[config.mk]
export PLATFORM = sky130hd
export DESIGN_NAME = touch_pen_event_queue_scaler_top_flat
export DESIGN_NICKNAME = d
export VERILOG_FILES = /design/src/rtl/tpeq_pkg.sv /design/src/rtl/tpeq_if.sv /design/src/rtl/tpeq_queue.sv /design/src/rtl/tpeq_scaler.sv /design/src/rtl/touch_pen_event_queue_scaler_top.sv /design/src/flat_wrapper.sv
export VERILOG_INCLUDE_DIRS = /design/src /design/src/rtl
export SDC_FILE = /design/constraint.sdc
export NUM_CORES = 2
export LEC_CHECK = 0
export ABC_CLOCK_PERIOD_IN_PS = 12200
export BUFFER_PORTS_ARGS = -buffer_cell sky130_fd_sc_hd__buf_2
export CAP_MARGIN = 15
export CELL_PAD_IN_SITES_DETAIL_PLACEMENT = 0
export CELL_PAD_IN_SITES_GLOBAL_PLACEMENT = 1
export CORE_MARGIN = 2
export CORE_UTILIZATION = 25
export DETAILED_ROUTE_END_ITERATION = 10
export GPL_ROUTABILITY_DRIVEN = 0
export GPL_TIMING_DRIVEN = 0
export HOLD_SLACK_MARGIN = 0.15
export PLACE_DENSITY_LB_ADDON = 0.1
export SETUP_SLACK_MARGIN = 0.1
export SYNTH_ARGS = -nofsm -noshare
export SYNTH_HDL_FRONTEND = slang
export SYNTH_SLANG_ARGS = --single-unit
[constraint.sdc]
create_clock -name clock -period 12.2 [get_ports clock]
set_input_delay 0.61 -clock clock [delete_from_list [all_inputs] [get_ports clock]]
set_output_delay 0.61 -clock clock [all_outputs]
set_load 0.02 [all_outputs]
[src/rtl/touch_pen_event_queue_scaler_top_defines.svh]
// Assertion macros shared by the touch event queue RTL.
// Included by files that carry concurrent checks; no other dependencies.
`ifndef TOUCH_PEN_EVENT_QUEUE_SCALER_TOP_DEFINES_SVH
`define TOUCH_PEN_EVENT_QUEUE_SCALER_TOP_DEFINES_SVH

// Check that cons holds in the same cycle as ante.
`define TPEQ_ASSERT_SAME(lbl, clk, rst, ante, cons, msg) \
   lbl: assert property (@(posedge clk) disable iff (rst) (ante) |-> (cons)) \
      else $error(msg);

// Check that cons holds in the cycle after ante.
`define TPEQ_ASSERT_NEXT(lbl, clk, rst, ante, cons, msg) \
   lbl: assert property (@(posedge clk) disable iff (rst) (ante) |=> (cons)) \
      else $error(msg);

`endif

[src/rtl/tpeq_pkg.sv]
// Shared types, widths and constants for the touch event queue.
// No dependencies; imported by every other file but the macros header.
package tpeq_pkg;

   // queue geometry
   localparam int EVENT_DEPTH = 32;
   localparam int PTR_W       = $clog2(EVENT_DEPTH);
   localparam int CNT_W       = $clog2(EVENT_DEPTH + 1);

   // field widths
   localparam int RAW_W      = 10;
   localparam int SIZE_W     = 11;
   localparam int COORD_W    = 11;
   localparam int POS_W      = 16;
   localparam int BTN_W      = 3;
   localparam int COUNT_W    = 6;
   localparam int CSR_IDX_W  = 3;
   localparam int CSR_DATA_W = 11;

   // register indexes
   localparam logic [CSR_IDX_W-1:0] CSR_X_MAX         = 3'd0;
   localparam logic [CSR_IDX_W-1:0] CSR_X_SPAN        = 3'd1;
   localparam logic [CSR_IDX_W-1:0] CSR_Y_MAX         = 3'd2;
   localparam logic [CSR_IDX_W-1:0] CSR_Y_SPAN        = 3'd3;
   localparam logic [CSR_IDX_W-1:0] CSR_SCREEN_WIDTH  = 3'd4;
   localparam logic [CSR_IDX_W-1:0] CSR_SCREEN_HEIGHT = 3'd5;
   localparam logic [CSR_IDX_W-1:0] CSR_Y_FLIP_BASE   = 3'd6;

   // register reset values
   localparam logic [RAW_W-1:0]  X_MAX_RST         = 10'd940;
   localparam logic [RAW_W-1:0]  X_SPAN_RST        = 10'd865;
   localparam logic [RAW_W-1:0]  Y_MAX_RST         = 10'd875;
   localparam logic [RAW_W-1:0]  Y_SPAN_RST        = 10'd875;
   localparam logic [SIZE_W-1:0] SCREEN_WIDTH_RST  = 11'd640;
   localparam logic [SIZE_W-1:0] SCREEN_HEIGHT_RST = 11'd480;
   localparam logic [RAW_W-1:0]  Y_FLIP_BASE_RST   = 10'd935;

   // button codes
   localparam logic [BTN_W-1:0] BTN_DOWN = 3'd4;
   localparam logic [BTN_W-1:0] BTN_UP   = 3'd0;

   // one queued pen event
   typedef struct packed {
      logic                      down;
      logic signed [COORD_W-1:0] x;
      logic signed [COORD_W-1:0] y;
   } event_type;

   // scaling request to the shared arithmetic unit
   typedef struct packed {
      logic                      start;
      logic signed [COORD_W-1:0] raw;
      logic [RAW_W-1:0]          maxv;
      logic [RAW_W-1:0]          span;
      logic [SIZE_W-1:0]         size;
   } scale_req_type;

   // queue control and status
   typedef struct packed {
      logic push;
      logic pop;
   } q_ctrl_type;

   typedef struct packed {
      logic             full;
      logic             empty;
      logic [CNT_W-1:0] count;
   } q_stat_type;

endpackage

[src/rtl/tpeq_if.sv]
// Valid/ready channel interfaces: request, response and register write.
// Depends on tpeq_pkg for field widths.
interface tpeq_req_if import tpeq_pkg::*; ();
   logic             valid;
   logic             ready;
   logic             action;
   logic             adc_pending;
   logic             touch_pending;
   logic             up_flag_a;
   logic             up_flag_b;
   logic [RAW_W-1:0] raw_x;
   logic [RAW_W-1:0] raw_y;

   modport source (output valid, action, adc_pending, touch_pending, up_flag_a,
                   up_flag_b, raw_x, raw_y, input ready);
   modport sink   (input valid, action, adc_pending, touch_pending, up_flag_a,
                   up_flag_b, raw_x, raw_y, output ready);
endinterface

interface tpeq_rsp_if import tpeq_pkg::*; ();
   logic                    valid;
   logic                    ready;
   logic                    read_valid;
   logic [BTN_W-1:0]        pen_button;
   logic signed [POS_W-1:0] x_pos;
   logic signed [POS_W-1:0] y_pos;
   logic                    event_stored;
   logic [COUNT_W-1:0]      event_count;

   modport source (output valid, read_valid, pen_button, x_pos, y_pos,
                   event_stored, event_count, input ready);
   modport sink   (input valid, read_valid, pen_button, x_pos, y_pos,
                   event_stored, event_count, output ready);
endinterface

interface tpeq_csr_if import tpeq_pkg::*; ();
   logic                  valid;
   logic                  ready;
   logic [CSR_IDX_W-1:0]  index;
   logic [CSR_DATA_W-1:0] data;

   modport source (output valid, index, data, input ready);
   modport sink   (input valid, index, data, output ready);
endinterface

[src/rtl/tpeq_queue.sv]
// Ring queue of pen events with registered read data.
// Depends on tpeq_pkg and the assertion macros header.
`include "touch_pen_event_queue_scaler_top_defines.svh"

module tpeq_queue import tpeq_pkg::*; (
   input  logic       clock,
   input  logic       reset,
   input  q_ctrl_type ctrl,
   input  event_type  wr_data,
   output event_type  rd_data,
   output q_stat_type stat
);

   event_type        mem [EVENT_DEPTH];
   event_type        rd_data_ff;
   logic [PTR_W-1:0] wr_ptr_ff, wr_ptr_in;
   logic [PTR_W-1:0] rd_ptr_ff, rd_ptr_in;
   logic [CNT_W-1:0] count_ff, count_in;
   logic             full, empty, push_ok, pop_ok;

   function automatic logic [PTR_W-1:0] ptr_next(input logic [PTR_W-1:0] p);
      if (p == PTR_W'(EVENT_DEPTH - 1)) begin
         ptr_next = '0;
      end else begin
         ptr_next = p + 1'b1;
      end
   endfunction

   assign full    = (count_ff == CNT_W'(EVENT_DEPTH));
   assign empty   = (count_ff == '0);
   assign push_ok = ctrl.push && !full;
   assign pop_ok  = ctrl.pop && !empty;

   // advance pointers and count
   always_comb begin
      wr_ptr_in = push_ok ? ptr_next(wr_ptr_ff) : wr_ptr_ff;
      rd_ptr_in = pop_ok ? ptr_next(rd_ptr_ff) : rd_ptr_ff;
      count_in  = count_ff;
      if (push_ok) begin
         count_in = count_ff + 1'b1;
      end else if (pop_ok) begin
         count_in = count_ff - 1'b1;
      end
   end

   always_ff @(posedge clock) begin
      if (reset) begin
         wr_ptr_ff <= '0;
         rd_ptr_ff <= '0;
         count_ff  <= '0;
      end else begin
         wr_ptr_ff <= wr_ptr_in;
         rd_ptr_ff <= rd_ptr_in;
         count_ff  <= count_in;
      end
   end

   // store an item on push
   always_ff @(posedge clock) begin
      if (push_ok) begin
         mem[wr_ptr_ff] <= wr_data;
      end
   end

   // fetch the oldest item on pop
   always_ff @(posedge clock) begin
      if (pop_ok) begin
         rd_data_ff <= mem[rd_ptr_ff];
      end
   end

   assign rd_data     = rd_data_ff;
   assign stat.full   = full;
   assign stat.empty  = empty;
   assign stat.count  = count_ff;

   `TPEQ_ASSERT_SAME(a_q_count_range, clock, reset, 1'b1, count_ff <= CNT_W'(EVENT_DEPTH), "queue count beyond depth")
   `TPEQ_ASSERT_NEXT(a_q_push_count, clock, reset, push_ok, count_ff == $past(count_ff) + 1'b1, "push did not raise count")
   `TPEQ_ASSERT_NEXT(a_q_pop_count, clock, reset, pop_ok, count_ff == $past(count_ff) - 1'b1, "pop did not lower count")
   `TPEQ_ASSERT_SAME(a_q_full_ptrs, clock, reset, full || empty, wr_ptr_ff == rd_ptr_ff, "pointers disagree with count")

endmodule

[src/rtl/tpeq_scaler.sv]
// Shared scaling unit: computes size - ((max - raw) * size) / span.
// One multiply, then a radix-4 restoring divider. Depends on tpeq_pkg.
module tpeq_scaler import tpeq_pkg::*; (
   input  logic                    clock,
   input  logic                    reset,
   input  scale_req_type           req,
   output logic                    done,
   output logic signed [POS_W-1:0] pos
);

   localparam int DIFF_W    = 12;
   localparam int PROD_W    = 24;
   localparam int MAG_W     = 22;
   localparam int DIV_STEPS = MAG_W / 2;
   localparam int STEP_W    = $clog2(DIV_STEPS);

   localparam logic [2:0] SC_IDLE = 3'd0;
   localparam logic [2:0] SC_MUL  = 3'd1;
   localparam logic [2:0] SC_ABS  = 3'd2;
   localparam logic [2:0] SC_DIV  = 3'd3;
   localparam logic [2:0] SC_FIN  = 3'd4;

   logic [2:0]               state_ff, state_in;
   logic signed [DIFF_W-1:0] diff_ff, diff_in;
   logic [SIZE_W-1:0]        size_ff, size_in;
   logic [RAW_W-1:0]         span_ff, span_in;
   logic signed [PROD_W-1:0] prod_ff, prod_in;
   logic                     neg_ff, neg_in;
   logic [MAG_W-1:0]         dvd_ff, dvd_in;
   logic [RAW_W-1:0]         rem_ff, rem_in;
   logic [STEP_W-1:0]        cnt_ff, cnt_in;
   logic [POS_W-1:0]         pos_ff, pos_in;
   logic                     done_ff, done_in;
   logic [RAW_W:0]           step_a, step_b;
   logic signed [MAG_W:0]    quot;
   logic signed [PROD_W-1:0] res;

   // one restoring step: {quotient bit, remainder}
   function automatic logic [RAW_W:0] div_step(input logic [RAW_W-1:0] rem,
                                               input logic bit_in,
                                               input logic [RAW_W-1:0] dsor);
      logic [RAW_W:0] trial;
      logic [RAW_W:0] sub;
      trial = {rem, bit_in};
      sub   = trial - {1'b0, dsor};
      if (trial >= {1'b0, dsor}) begin
         div_step = {1'b1, sub[RAW_W-1:0]};
      end else begin
         div_step = {1'b0, trial[RAW_W-1:0]};
      end
   endfunction

   always_comb begin
      state_in = state_ff;
      diff_in  = diff_ff;
      size_in  = size_ff;
      span_in  = span_ff;
      prod_in  = prod_ff;
      neg_in   = neg_ff;
      dvd_in   = dvd_ff;
      rem_in   = rem_ff;
      cnt_in   = cnt_ff;
      pos_in   = pos_ff;
      done_in  = 1'b0;
      step_a   = div_step(rem_ff, dvd_ff[MAG_W-1], span_ff);
      step_b   = div_step(step_a[RAW_W-1:0], dvd_ff[MAG_W-2], span_ff);
      quot     = neg_ff ? -$signed({1'b0, dvd_ff}) : $signed({1'b0, dvd_ff});
      res      = $signed({{(PROD_W-SIZE_W){1'b0}}, size_ff})
                 - $signed({{(PROD_W-MAG_W-1){quot[MAG_W]}}, quot});
      case (state_ff)
         SC_IDLE: begin
            // capture operands; a zero span divides by one
            if (req.start) begin
               diff_in  = $signed({2'b00, req.maxv}) - $signed({req.raw[COORD_W-1], req.raw});
               size_in  = req.size;
               span_in  = (req.span == '0) ? RAW_W'(1) : req.span;
               state_in = SC_MUL;
            end
         end
         SC_MUL: begin
            prod_in  = diff_ff * $signed({1'b0, size_ff});
            state_in = SC_ABS;
         end
         SC_ABS: begin
            neg_in   = prod_ff[PROD_W-1];
            dvd_in   = prod_ff[PROD_W-1] ? MAG_W'(-prod_ff) : prod_ff[MAG_W-1:0];
            rem_in   = '0;
            cnt_in   = '0;
            state_in = SC_DIV;
         end
         SC_DIV: begin
            // two quotient bits per cycle, shifted in below the dividend
            dvd_in = {dvd_ff[MAG_W-3:0], step_a[RAW_W], step_b[RAW_W]};
            rem_in = step_b[RAW_W-1:0];
            cnt_in = cnt_ff + 1'b1;
            if (cnt_ff == STEP_W'(DIV_STEPS - 1)) begin
               state_in = SC_FIN;
            end
         end
         SC_FIN: begin
            pos_in   = res[POS_W-1:0];
            done_in  = 1'b1;
            state_in = SC_IDLE;
         end
         default: begin
            state_in = SC_IDLE;
         end
      endcase
   end

   always_ff @(posedge clock) begin
      if (reset) begin
         state_ff <= SC_IDLE;
         done_ff  <= 1'b0;
      end else begin
         state_ff <= state_in;
         done_ff  <= done_in;
      end
   end

   always_ff @(posedge clock) begin
      diff_ff <= diff_in;
      size_ff <= size_in;
      span_ff <= span_in;
      prod_ff <= prod_in;
      neg_ff  <= neg_in;
      dvd_ff  <= dvd_in;
      rem_ff  <= rem_in;
      cnt_ff  <= cnt_in;
      pos_ff  <= pos_in;
   end

   assign done = done_ff;
   assign pos  = $signed(pos_ff);

endmodule

[src/rtl/touch_pen_event_queue_scaler_top.sv]
// Touch-panel front end: pen state tracking, 32-entry event queue and
// screen scaling of queued events on read.
// Channels: req_chan takes one item per handshake, action 0 for an
// interrupt (pending bits, pen-up flags, raw X/Y), action 1 to pop and
// scale one queued event. rsp_chan returns exactly one item per request.
// csr_chan writes the seven scaling registers (index 0..6, others ignored);
// it is always ready and is meant to be written while the block is idle.
// Sequence: an interrupt item or a read of an empty queue goes from idle
// straight to the done state. A read that pops an event first reads the
// queue, then X and Y each pass the shared scaling unit (multiply,
// magnitude, 11 radix-4 divide steps, final subtract).
// Throughput: one item at a time; req_chan.ready is high only while idle.
// A finished result sits in an output register, so the next item is taken
// while it waits; the next result then waits until rsp_chan.ready.
// Reset (synchronous, active high) restores register defaults, clears pen
// and report flags, the last point and the queue pointers and count.
// Depends on tpeq_pkg, tpeq_if, tpeq_queue, tpeq_scaler and the macros.
`include "touch_pen_event_queue_scaler_top_defines.svh"

module touch_pen_event_queue_scaler_top import tpeq_pkg::*; (
   input logic       clock,
   input logic       reset,
   tpeq_req_if.sink  req_chan,
   tpeq_rsp_if.source rsp_chan,
   tpeq_csr_if.sink  csr_chan
);

   localparam logic [2:0] S_IDLE = 3'd0;
   localparam logic [2:0] S_LOAD = 3'd1;
   localparam logic [2:0] S_X    = 3'd2;
   localparam logic [2:0] S_Y    = 3'd3;
   localparam logic [2:0] S_DONE = 3'd4;

   // scaling registers
   logic [RAW_W-1:0]  x_max_ff, x_span_ff, y_max_ff, y_span_ff, y_flip_base_ff;
   logic [SIZE_W-1:0] screen_width_ff, screen_height_ff;

   // pen tracking
   logic                      pen_ff, pen_in;
   logic                      rep_ff, rep_in;
   logic signed [COORD_W-1:0] last_x_ff, last_x_in;
   logic signed [COORD_W-1:0] last_y_ff, last_y_in;
   logic signed [COORD_W-1:0] px, py;

   // sequencer and result staging
   logic [2:0]              state_ff, state_in;
   logic                    res_valid_ff, res_valid_in;
   logic                    res_stored_ff, res_stored_in;
   logic signed [POS_W-1:0] res_x_ff, res_x_in;
   logic signed [POS_W-1:0] res_y_ff, res_y_in;

   // output register
   logic                    rsp_valid_ff, rsp_valid_in;
   logic                    rsp_read_valid_ff;
   logic [BTN_W-1:0]        rsp_button_ff;
   logic signed [POS_W-1:0] rsp_x_ff, rsp_y_ff;
   logic                    rsp_stored_ff;
   logic [COUNT_W-1:0]      rsp_count_ff;
   logic                    rsp_load;

   logic                    req_accept;
   q_ctrl_type              q_ctrl;
   q_stat_type              q_stat;
   event_type               q_wr_data, q_rd_data;
   scale_req_type           sc_req;
   logic                    sc_done;
   logic signed [POS_W-1:0] sc_pos;

   assign req_chan.ready = (state_ff == S_IDLE);
   assign csr_chan.ready = 1'b1;
   assign req_accept     = req_chan.valid && req_chan.ready;

   // register writes
   always_ff @(posedge clock) begin
      if (reset) begin
         x_max_ff         <= X_MAX_RST;
         x_span_ff        <= X_SPAN_RST;
         y_max_ff         <= Y_MAX_RST;
         y_span_ff        <= Y_SPAN_RST;
         screen_width_ff  <= SCREEN_WIDTH_RST;
         screen_height_ff <= SCREEN_HEIGHT_RST;
         y_flip_base_ff   <= Y_FLIP_BASE_RST;
      end else if (csr_chan.valid) begin
         case (csr_chan.index)
            CSR_X_MAX:         x_max_ff         <= csr_chan.data[RAW_W-1:0];
            CSR_X_SPAN:        x_span_ff        <= csr_chan.data[RAW_W-1:0];
            CSR_Y_MAX:         y_max_ff         <= csr_chan.data[RAW_W-1:0];
            CSR_Y_SPAN:        y_span_ff        <= csr_chan.data[RAW_W-1:0];
            CSR_SCREEN_WIDTH:  screen_width_ff  <= csr_chan.data[SIZE_W-1:0];
            CSR_SCREEN_HEIGHT: screen_height_ff <= csr_chan.data[SIZE_W-1:0];
            CSR_Y_FLIP_BASE:   y_flip_base_ff   <= csr_chan.data[RAW_W-1:0];
            default: begin
            end
         endcase
      end
   end

   // interrupt handling: converter-done first, then touch change
   always_comb begin
      pen_in    = pen_ff;
      rep_in    = rep_ff;
      last_x_in = last_x_ff;
      last_y_in = last_y_ff;
      px        = last_x_ff;
      py        = last_y_ff;
      if (req_chan.adc_pending) begin
         rep_in = 1'b1;
         if (req_chan.up_flag_a || req_chan.up_flag_b) begin
            pen_in = 1'b0;
         end
         if (pen_in) begin
            px        = $signed({1'b0, req_chan.raw_x});
            py        = $signed({1'b0, y_flip_base_ff}) - $signed({1'b0, req_chan.raw_y});
            last_x_in = px;
            last_y_in = py;
         end
      end
      if (req_chan.touch_pending) begin
         if (!req_chan.up_flag_a && !req_chan.up_flag_b) begin
            rep_in = 1'b0;
            pen_in = 1'b1;
         end else begin
            rep_in = 1'b1;
            pen_in = 1'b0;
         end
         px = last_x_in;
         py = last_y_in;
      end
   end

   // queue control
   assign q_wr_data.down = pen_in;
   assign q_wr_data.x    = px;
   assign q_wr_data.y    = py;
   assign q_ctrl.push    = req_accept && !req_chan.action && rep_in && !q_stat.full;
   assign q_ctrl.pop     = req_accept && req_chan.action && !q_stat.empty;

   always_ff @(posedge clock) begin
      if (reset) begin
         pen_ff    <= 1'b0;
         rep_ff    <= 1'b0;
         last_x_ff <= '0;
         last_y_ff <= '0;
      end else if (req_accept && !req_chan.action) begin
         pen_ff    <= pen_in;
         rep_ff    <= rep_in;
         last_x_ff <= last_x_in;
         last_y_ff <= last_y_in;
      end
   end

   tpeq_queue u_queue (
      .clock   (clock),
      .reset   (reset),
      .ctrl    (q_ctrl),
      .wr_data (q_wr_data),
      .rd_data (q_rd_data),
      .stat    (q_stat)
   );

   // feed the shared unit: X after the queue read, Y after X
   always_comb begin
      sc_req.start = (state_ff == S_LOAD) || ((state_ff == S_X) && sc_done);
      if (state_ff == S_LOAD) begin
         sc_req.raw  = q_rd_data.x;
         sc_req.maxv = x_max_ff;
         sc_req.span = x_span_ff;
         sc_req.size = screen_width_ff;
      end else begin
         sc_req.raw  = q_rd_data.y;
         sc_req.maxv = y_max_ff;
         sc_req.span = y_span_ff;
         sc_req.size = screen_height_ff;
      end
   end

   tpeq_scaler u_scaler (
      .clock (clock),
      .reset (reset),
      .req   (sc_req),
      .done  (sc_done),
      .pos   (sc_pos)
   );

   // sequencer
   assign rsp_load = (state_ff == S_DONE) && (!rsp_valid_ff || rsp_chan.ready);

   always_comb begin
      state_in      = state_ff;
      res_valid_in  = res_valid_ff;
      res_stored_in = res_stored_ff;
      res_x_in      = res_x_ff;
      res_y_in      = res_y_ff;
      case (state_ff)
         S_IDLE: begin
            if (req_accept) begin
               res_x_in      = '0;
               res_y_in      = '0;
               res_stored_in = q_ctrl.push;
               res_valid_in  = q_ctrl.pop;
               state_in      = q_ctrl.pop ? S_LOAD : S_DONE;
            end
         end
         S_LOAD: begin
            state_in = S_X;
         end
         S_X: begin
            if (sc_done) begin
               res_x_in = sc_pos;
               state_in = S_Y;
            end
         end
         S_Y: begin
            if (sc_done) begin
               res_y_in = sc_pos;
               state_in = S_DONE;
            end
         end
         S_DONE: begin
            if (rsp_load) begin
               state_in = S_IDLE;
            end
         end
         default: begin
            state_in = S_IDLE;
         end
      endcase
   end

   always_ff @(posedge clock) begin
      if (reset) begin
         state_ff <= S_IDLE;
      end else begin
         state_ff <= state_in;
      end
   end

   always_ff @(posedge clock) begin
      res_valid_ff  <= res_valid_in;
      res_stored_ff <= res_stored_in;
      res_x_ff      <= res_x_in;
      res_y_ff      <= res_y_in;
   end

   // output register: hold while the receiver stalls
   always_comb begin
      rsp_valid_in = rsp_valid_ff;
      if (rsp_load) begin
         rsp_valid_in = 1'b1;
      end else if (rsp_chan.ready) begin
         rsp_valid_in = 1'b0;
      end
   end

   always_ff @(posedge clock) begin
      if (reset) begin
         rsp_valid_ff <= 1'b0;
      end else begin
         rsp_valid_ff <= rsp_valid_in;
      end
   end

   always_ff @(posedge clock) begin
      if (rsp_load) begin
         rsp_read_valid_ff <= res_valid_ff;
         rsp_button_ff     <= (res_valid_ff && q_rd_data.down) ? BTN_DOWN : BTN_UP;
         rsp_x_ff          <= res_x_ff;
         rsp_y_ff          <= res_y_ff;
         rsp_stored_ff     <= res_stored_ff;
         rsp_count_ff      <= COUNT_W'(q_stat.count);
      end
   end

   assign rsp_chan.valid        = rsp_valid_ff;
   assign rsp_chan.read_valid   = rsp_read_valid_ff;
   assign rsp_chan.pen_button   = rsp_button_ff;
   assign rsp_chan.x_pos        = rsp_x_ff;
   assign rsp_chan.y_pos        = rsp_y_ff;
   assign rsp_chan.event_stored = rsp_stored_ff;
   assign rsp_chan.event_count  = rsp_count_ff;

   `TPEQ_ASSERT_SAME(a_rsp_empty_zero, clock, reset, rsp_chan.valid && !rsp_chan.read_valid, (rsp_chan.x_pos == '0) && (rsp_chan.y_pos == '0) && (rsp_chan.pen_button == BTN_UP), "non-read result carries data")
   `TPEQ_ASSERT_SAME(a_rsp_kind, clock, reset, rsp_chan.valid, !(rsp_chan.read_valid && rsp_chan.event_stored), "result both read and stored")
   `TPEQ_ASSERT_NEXT(a_empty_read_done, clock, reset, req_accept && req_chan.action && q_stat.empty, state_ff == S_DONE, "empty read did not finish at once")
   `TPEQ_ASSERT_SAME(a_scaler_done_state, clock, reset, sc_done, (state_ff == S_X) || (state_ff == S_Y), "scaler finished outside a scaling step")

endmodule
[src/flat_wrapper.sv]
// flat-port wrapper written by rule: the top's interface ports become plain ports
module touch_pen_event_queue_scaler_top_flat import tpeq_pkg::*;
  (clock, reset, req_chan_valid, req_chan_action, req_chan_adc_pending, req_chan_touch_pending, req_chan_up_flag_a, req_chan_up_flag_b, req_chan_raw_x, req_chan_raw_y, req_chan_ready, rsp_chan_valid, rsp_chan_read_valid, rsp_chan_pen_button, rsp_chan_x_pos, rsp_chan_y_pos, rsp_chan_event_stored, rsp_chan_event_count, rsp_chan_ready, csr_chan_valid, csr_chan_index, csr_chan_data, csr_chan_ready);
  tpeq_req_if req_chan_i ();
  tpeq_rsp_if rsp_chan_i ();
  tpeq_csr_if csr_chan_i ();
  input logic clock;
  input logic reset;
  input wire logic [$bits(req_chan_i.valid)-1:0] req_chan_valid;
  input wire logic [$bits(req_chan_i.action)-1:0] req_chan_action;
  input wire logic [$bits(req_chan_i.adc_pending)-1:0] req_chan_adc_pending;
  input wire logic [$bits(req_chan_i.touch_pending)-1:0] req_chan_touch_pending;
  input wire logic [$bits(req_chan_i.up_flag_a)-1:0] req_chan_up_flag_a;
  input wire logic [$bits(req_chan_i.up_flag_b)-1:0] req_chan_up_flag_b;
  input wire logic [$bits(req_chan_i.raw_x)-1:0] req_chan_raw_x;
  input wire logic [$bits(req_chan_i.raw_y)-1:0] req_chan_raw_y;
  output wire logic [$bits(req_chan_i.ready)-1:0] req_chan_ready;
  output wire logic [$bits(rsp_chan_i.valid)-1:0] rsp_chan_valid;
  output wire logic [$bits(rsp_chan_i.read_valid)-1:0] rsp_chan_read_valid;
  output wire logic [$bits(rsp_chan_i.pen_button)-1:0] rsp_chan_pen_button;
  output wire logic [$bits(rsp_chan_i.x_pos)-1:0] rsp_chan_x_pos;
  output wire logic [$bits(rsp_chan_i.y_pos)-1:0] rsp_chan_y_pos;
  output wire logic [$bits(rsp_chan_i.event_stored)-1:0] rsp_chan_event_stored;
  output wire logic [$bits(rsp_chan_i.event_count)-1:0] rsp_chan_event_count;
  input wire logic [$bits(rsp_chan_i.ready)-1:0] rsp_chan_ready;
  input wire logic [$bits(csr_chan_i.valid)-1:0] csr_chan_valid;
  input wire logic [$bits(csr_chan_i.index)-1:0] csr_chan_index;
  input wire logic [$bits(csr_chan_i.data)-1:0] csr_chan_data;
  output wire logic [$bits(csr_chan_i.ready)-1:0] csr_chan_ready;
  assign req_chan_i.valid = req_chan_valid;
  assign req_chan_i.action = req_chan_action;
  assign req_chan_i.adc_pending = req_chan_adc_pending;
  assign req_chan_i.touch_pending = req_chan_touch_pending;
  assign req_chan_i.up_flag_a = req_chan_up_flag_a;
  assign req_chan_i.up_flag_b = req_chan_up_flag_b;
  assign req_chan_i.raw_x = req_chan_raw_x;
  assign req_chan_i.raw_y = req_chan_raw_y;
  assign req_chan_ready = req_chan_i.ready;
  assign rsp_chan_valid = rsp_chan_i.valid;
  assign rsp_chan_read_valid = rsp_chan_i.read_valid;
  assign rsp_chan_pen_button = rsp_chan_i.pen_button;
  assign rsp_chan_x_pos = rsp_chan_i.x_pos;
  assign rsp_chan_y_pos = rsp_chan_i.y_pos;
  assign rsp_chan_event_stored = rsp_chan_i.event_stored;
  assign rsp_chan_event_count = rsp_chan_i.event_count;
  assign rsp_chan_i.ready = rsp_chan_ready;
  assign csr_chan_i.valid = csr_chan_valid;
  assign csr_chan_i.index = csr_chan_index;
  assign csr_chan_i.data = csr_chan_data;
  assign csr_chan_ready = csr_chan_i.ready;
  touch_pen_event_queue_scaler_top u_core (.clock(clock), .reset(reset), .req_chan(req_chan_i), .rsp_chan(rsp_chan_i), .csr_chan(csr_chan_i));
endmodule
=== After elaboration in Yosys (flattened, before gate mapping) ===
Memory sizes are Yosys's and may differ from the RTL's. A register that Yosys moved wholly into a read port is not among the register bits.
Cells that the tools add are included.

* Register bits after elaboration: 307
* Bits in writable memories: 736
* Input port bits: 44
* Output and inout bits: 46
* Memories kept: 1

* Add/subtract/negate cells: 12
* Multiply operators: 1
* $lt $le $gt $ge: 2
* Equal/unequal tests: 24
* Multiplexer cells: 43
* Reductions and logical operators: 44

{| class="wikitable"
|+ Memories
! memory !! words !! bits a word !! read ports !! clocked after Yosys merged registers in !! write ports !! RTL line !! source
|-
| u_core.u_queue.mem || 32 || 23 || 1 || 1 || 1 || tpeq_queue.sv:14 || <nowiki>event_type mem [EVENT_DEPTH];</nowiki>
|}

{| class="wikitable"
|+ Operator list
! kind !! count
|-
| 11-bit two-way mux || 6
|-
| 16-bit one-hot mux with 2 select lines || 2
|-
| 16-bit two-way mux || 3
|-
| 22-bit one-hot mux with 2 select lines || 1
|-
| 42-bit two-way mux || 1
|-
| 12-bit by 12-bit multiplier with 24-bit output || 1
|-
| 3-bit two-way mux || 8
|-
| 11-bit by 10-bit greater-or-equal comparator with 1-bit output || 2
|-
| 22-bit two-way mux || 1
|-
| 22-bit negation || 1
|-
| 10-bit one-hot mux with 2 select lines || 1
|-
| 2-bit AND reduction || 10
|-
| 10-bit subtractor || 2
|-
| 3-bit by 2-bit == test with 1-bit output, second input constant || 6
|-
| 16-bit negation || 1
|-
| 12-bit by 16-bit subtractor with 16-bit output || 1
|-
| 3-bit == test, second input constant || 5
|-
| 3-bit one-hot mux with 5 select lines || 1
|-
| 1-bit two-way mux || 13
|-
| 1-bit logical AND || 12
|-
| 6-bit two-way mux || 2
|-
| 3-bit one-hot mux with 4 select lines || 1
|-
| 11-bit by 11-bit subtractor with 12-bit output || 1
|-
| 10-bit by 10-bit subtractor with 11-bit output || 1
|-
| 20 further kinds || 43
|}

=== Depth between registers and ports, before layout ===
* Depth after elaboration: 9
* Mapped depth: 20

=== Cells and area by module ===
Synthesis repeated with hierarchy kept, for this count alone.

* Cell total of the unflattened synthesis: 3377
* Area, all modules: 49233.5 um^2

{| class="wikitable"
|+ Modules (own cells, without submodules)
! module !! instances !! cells an instance !! area each (um^2) !! sequential area each (um^2)
|-
| tpeq_queue || 1 || 1397 || 29688.5 || 23112.2
|-
| tpeq_scaler || 1 || 1253 || 12017.8 || 3353.2
|-
| touch_pen_event_queue_scaler_top || 1 || 727 || 7527.2 || 4254.1
|}

=== Worst setup path before layout ===
No wires, ideal clock.

* Path kind: register to register
* From: reg u_core.u_scaler.size_ff[3]
* To: reg u_core.u_scaler.prod_ff[23] (data pin)
* Library setup time: 0.275 ns
* Arrival time: 4.945 ns
* Required time: 11.925 ns
* Slack: 6.981 ns
* Cell stages (with the launch flop): 18
* Clock period less this slack: 5.219 ns
* Path through: edfxtp_1 > clkbuf_1 > nand2_1 > fa_1 > inv_1 > fa_1 > fa_1 > fa_1 > inv_1 > fa_1 > inv_1 > ha_1 > a21o_1 > a21oi_1 > o21bai_1 > or3_1 > o22ai_1 > o2111ai_1

* Word-level cells in the longest chain between the ends: 1

{| class="wikitable"
|+ Ends and longest elaborated chain
! item !! RTL line !! source
|-
| from (decl) || tpeq_scaler.sv:25 || <nowiki>logic [SIZE_W-1:0] size_ff, size_in;</nowiki>
|-
| from (signal assigned) || tpeq_scaler.sv:123 || <nowiki>size_ff <= size_in;</nowiki>
|-
| 12-bit by 12-bit multiplier with 24-bit output || tpeq_scaler.sv:81 || <nowiki>prod_in = diff_ff * $signed({1'b0, size_ff});</nowiki>
|-
| to (signal assigned) || tpeq_scaler.sv:125 || <nowiki>prod_ff <= prod_in;</nowiki>
|-
| to (decl) || tpeq_scaler.sv:27 || <nowiki>logic signed [PROD_W-1:0] prod_ff, prod_in;</nowiki>
|}

Every way passes these cells.
A chain may end at the register's enable or synchronous reset.

=== Final worst setup path ===
Ends and elaborated chain as after synthesis.

==> impl_metrics.py <==
metrics = {
    "placement": {
        "dp.final_hpwl_microns": 106000,
        "numPortBuffers": 86,
    },
    "synth": {
        "synth-adder-area-share_pct": 8.44,
        "synth_compound_area_share_pct": 4.02,
        "synth.cell_area_sq_um": 48900,
        "yosys_warnings": 0,
        "yosys.area_share.xor_xnor_pct": 1.72,
        "synth_cell_type_count": 79,
        "synth_cells": 3151,
        "async_reset_ff_share_pct": 0,
        "ys_dominant_reg_cell": "edfxtp_1",
        "synth_top_family_by_area": "multiplexers",
        "synth-seq-area-share_pct": 62.9,
        "avgSynthCellArea_sq_um": 15.5,
        "synthMuxAreaShare_pct": 12.8,
        "ys_ff_latch": 1063,
        "synth-simple-area-share_pct": 7.15,
        "synth_edf_count": 943,
    },
    "worst_hold_path": {
        "min_path_cells": 3,
        "hp-class": "in2reg",
    },
    "routing": {
        "wl_per_cell_microns": 24.2,
        "wirelength_microns": 147000,
        "dr.pass1.iters": 6,
        "vias": 26700,
        "drt_iter0_markers": 1634,
        "ant_nets": 0,
        "drc_errors": 0,
        "viasPerCell": 4.38,
    },
    "power_and_ir_drop": {
        "report.power.total_w": 0.0122,
        "p_leak_nw": 19.8,
        "vdd_drop_max_v": 0.000147,
        "powerDensity_nw_per_um2": 209,
    },
    "grt": {
        "track_usage_pct": 15.0,
        "grt_pass1_vias": 28700,
        "grt_max_degree": 33,
        "antenna_found_initial": 9,
        "grt_pass1_wl_microns": 214000,
        "grt-ovfl-total": 0,
    },
    "critical_path": {
        "cp.arrival_ns": 7.07,
        "required_ns": 12.56,
        "reg2regPathDepth": 17,
        "crit_path_end_kind": "flop",
        "path_class": "reg2reg",
        "worstSetupStartpointType": "flop",
        "critPathMaxFanout": 10,
    },
    "run": {
        "timing.max_cap.violations": 0,
    },
    "clock_tree": {
        "cts_buffer_depth": 3,
        "cts.sinks": 1063,
        "cts_root_buf": "clkbuf_16",
        "cts.clk_slew.worst_paths_ns": 0.06,
        "numCtsBuffers": 121,
        "post_cts_buffers": 0,
        "h-tree-depth": 3,
        "cts_tree": "built",
        "clkLatencyLatePin_ns": 0.77,
    },
    "final_layout": {
        "layout-drive-gt1-share_pct": 20.3,
        "ff_latch_area_sq_um": 30700,
        "fillers": 19400,
        "multiInputGateArea_sq_um": 17100,
        "final_cell_mix": "edfxtp_1, nand2_1, inv_1",
        "final_common_cell": "edfxtp_1",
        "final_nets": 3740,
        "area_growth_pct": 19.4,
    },
    "die": {
        "initial_core_util_pct": 25.1,
        "die_x_microns": 446,
        "io_pins": 90,
        "floorplan.die.height_microns": 446,
        "dieArea_sq_um": 199000,
        "fp-row-count": 162,
        "core-area_sq_um": 195000,
    },
    "timing": {
        "slew_headroom_pct": 25.6,
        "setup_viol": 0,
        "finalMaxSlewViolations": 0,
        "fin_tns_setup_ns": 0,
        "min_period_over_period_pct": 55.0,
        "period_minus_slack_ns": 6.71,
        "hold_viol": 0,
        "tightest_slew_ns": 1.12,
        "max_freq_mhz": 149,
        "rsz0062_at_grt": "false",
        "fin_worst_skew_ns": 0.0675,
    },
    "status": {
        "outcome": "finished clean",
    },
}
[layer usage]
| layer | vias to the layer above | global-route usage, % | part of all wire, % |
|---|---|---|---|
| met4 | 2 | 3.66 | 2.2 |
| met1 | 13800 | 19.4 | 44 |
| met3 | 181 | 1.99 | 2.8 |
| met5 | - | 0 | 0.0088 |
| met2 | 382 | 26.4 | 51 |
| li1 | 12300 | - | - |
[stage by stage]
| step | hold WS, ns | area, sq um | util, % | instances | setup WS (ns) |
|---|---|---|---|---|---|
| 2_1_floorplan | 0.400 | 48900 | - | 3152 | 6.98 |
| 3_3_place_gp | 0.401 | 52500 | 27.0 | 5780 | 4.18 |
| 3_5_place_dp | 0.405 | 54300 | 27.9 | 5847 | 5.33 |
| 4_1_cts | 0.154 | 58300 | 30.0 | 6088 | 5.29 |
| 5_1_grt | 0.202 | 58400 | 30.0 | 6091 | 4.98 |
| 6_report | 0.234 | 58400 | 30.0 | 6092 | 5.49 |
[final cells by class]
| cell class | instances | share of cell area, % |
|---|---|---|
| Antenna cell | 3 | 0.0129 |
| Buffer | 137 | 0.971 |
| Clock buffer | 162 | 5.66 |
| Clock inverter | 63 | 1.04 |
| Inverter | 240 | 1.54 |
| Multi-Input combinational cell | 1712 | 29.3 |
| Sequential cell | 1063 | 52.6 |
| Tap cell | 2542 | 5.45 |
| Timing Repair Buffer | 170 | 3.41 |
[cell families after synthesis]
group / count (synthesis)
AO/OA/AOI/OAI: 310
other: 2
buffers and inverters: 377
flip-flops: 1063
multiplexers: 329
AND/OR/NAND/NOR: 723
XOR/XNOR: 96
adder cells (fa/ha/maj): 251
[sequential cells by signal (all words and copies together) (netlist names), 12 cells and up]
signal and count:
u_core.u_scaler.prod_ff 23, u_core.u_queue.rd_data 23, u_core.res_x_ff 16, u_core.rsp_chan.y_pos 16, u_core.u_scaler.dvd_ff 22, u_core.rsp_chan.x_pos 16
u_core.res_y_ff 16, u_core.u_scaler.diff_ff 12, u_core.u_scaler.pos 16, u_core.u_queue.mem 736
[report_power, final]
group | switching [W] | total (W) | internal, W
registers | 0.000128 | 0.00450 | 0.00437
clock network | 0.00154 | 0.00361 | 0.00207
logic | 0.00243 | 0.00408 | 0.00165
[worst paths after layout]
| kind | from | endpoint | slack [ns] |
|---|---|---|---|
| min | csr_chan_data[4] | u_core.y_span_ff[4] | 0.23 |
| min reg2reg | u_core.res_x_ff[14] | u_core.rsp_chan.x_pos[14] | 0.37 |
| max reg2reg | u_core.u_scaler.size_ff[3] | u_core.u_scaler.prod_ff[23] | 5.49 |
| max | u_core.u_scaler.size_ff[3] | u_core.u_scaler.prod_ff[23] | 5.49 |
[synth_stat cells (6+ instances only)]
| cell type | instances | share of area (%) |
|---|---|---|
| inv_1 | 239 | 1.8 |
| o21bai_1 | 7 | 0.11 |
| dfxtp_1 | 120 | 4.9 |
| fa_1 | 131 | 5.4 |
| nor4_1 | 13 | 0.17 |
| buf_1 | 7 | 0.054 |
| nand3b_1 | 38 | 0.58 |
| o31ai_1 | 13 | 0.20 |
| edfxtp_1 | 943 | 58 |
| mux2i_1 | 31 | 0.63 |
| xor2_1 | 45 | 0.81 |
| nor3b_1 | 6 | 0.092 |
| nor2b_1 | 34 | 0.44 |
| nor3_1 | 28 | 0.29 |
| mux2_2 | 68 | 1.6 |
| and2_1 | 82 | 1.0 |
| mux4_2 | 230 | 11 |
| a21oi_1 | 100 | 1.0 |
| or4_1 | 8 | 0.12 |
| a211oi_1 | 19 | 0.29 |
| a21o_1 | 12 | 0.18 |
| o21a_1 | 15 | 0.23 |
| or3_1 | 7 | 0.090 |
| nor2_1 | 138 | 1.1 |
| a211o_1 | 12 | 0.22 |
| buf_2 | 20 | 0.20 |
| o21ai_0 | 79 | 0.81 |
| ha_1 | 120 | 3.1 |
| xnor2_1 | 51 | 0.91 |
| nand2b_1 | 9 | 0.12 |
| and3_1 | 6 | 0.077 |
| clkbuf_1 | 104 | 0.80 |
| nand3_1 | 33 | 0.34 |
| o41ai_1 | 7 | 0.13 |
| nand2_1 | 296 | 2.3 |
[worst max-delay path, cell delays in order, from the launching register on]
cell and delay, ns:
edfxtp_1 0.50, clkbuf_1 0.53, nand2_1 0.27, fa_1 0.68
inv_1 0.17, fa_1 0.49, fa_1 0.53, fa_1 0.50
inv_1 0.05, fa_1 0.48, inv_1 0.04, ha_1 0.34
a21o_1 0.22, a21oi_1 0.19, o21bai_1 0.15, or3_1 0.33
o22ai_1 0.51, o2111ai_1 0.37
[repair_timing]
item	CTS	global route
hold endpoints to repair	20	0
gates resized for setup	0	0
hold buffers	16	0
(Power assumes the default switching activity.)
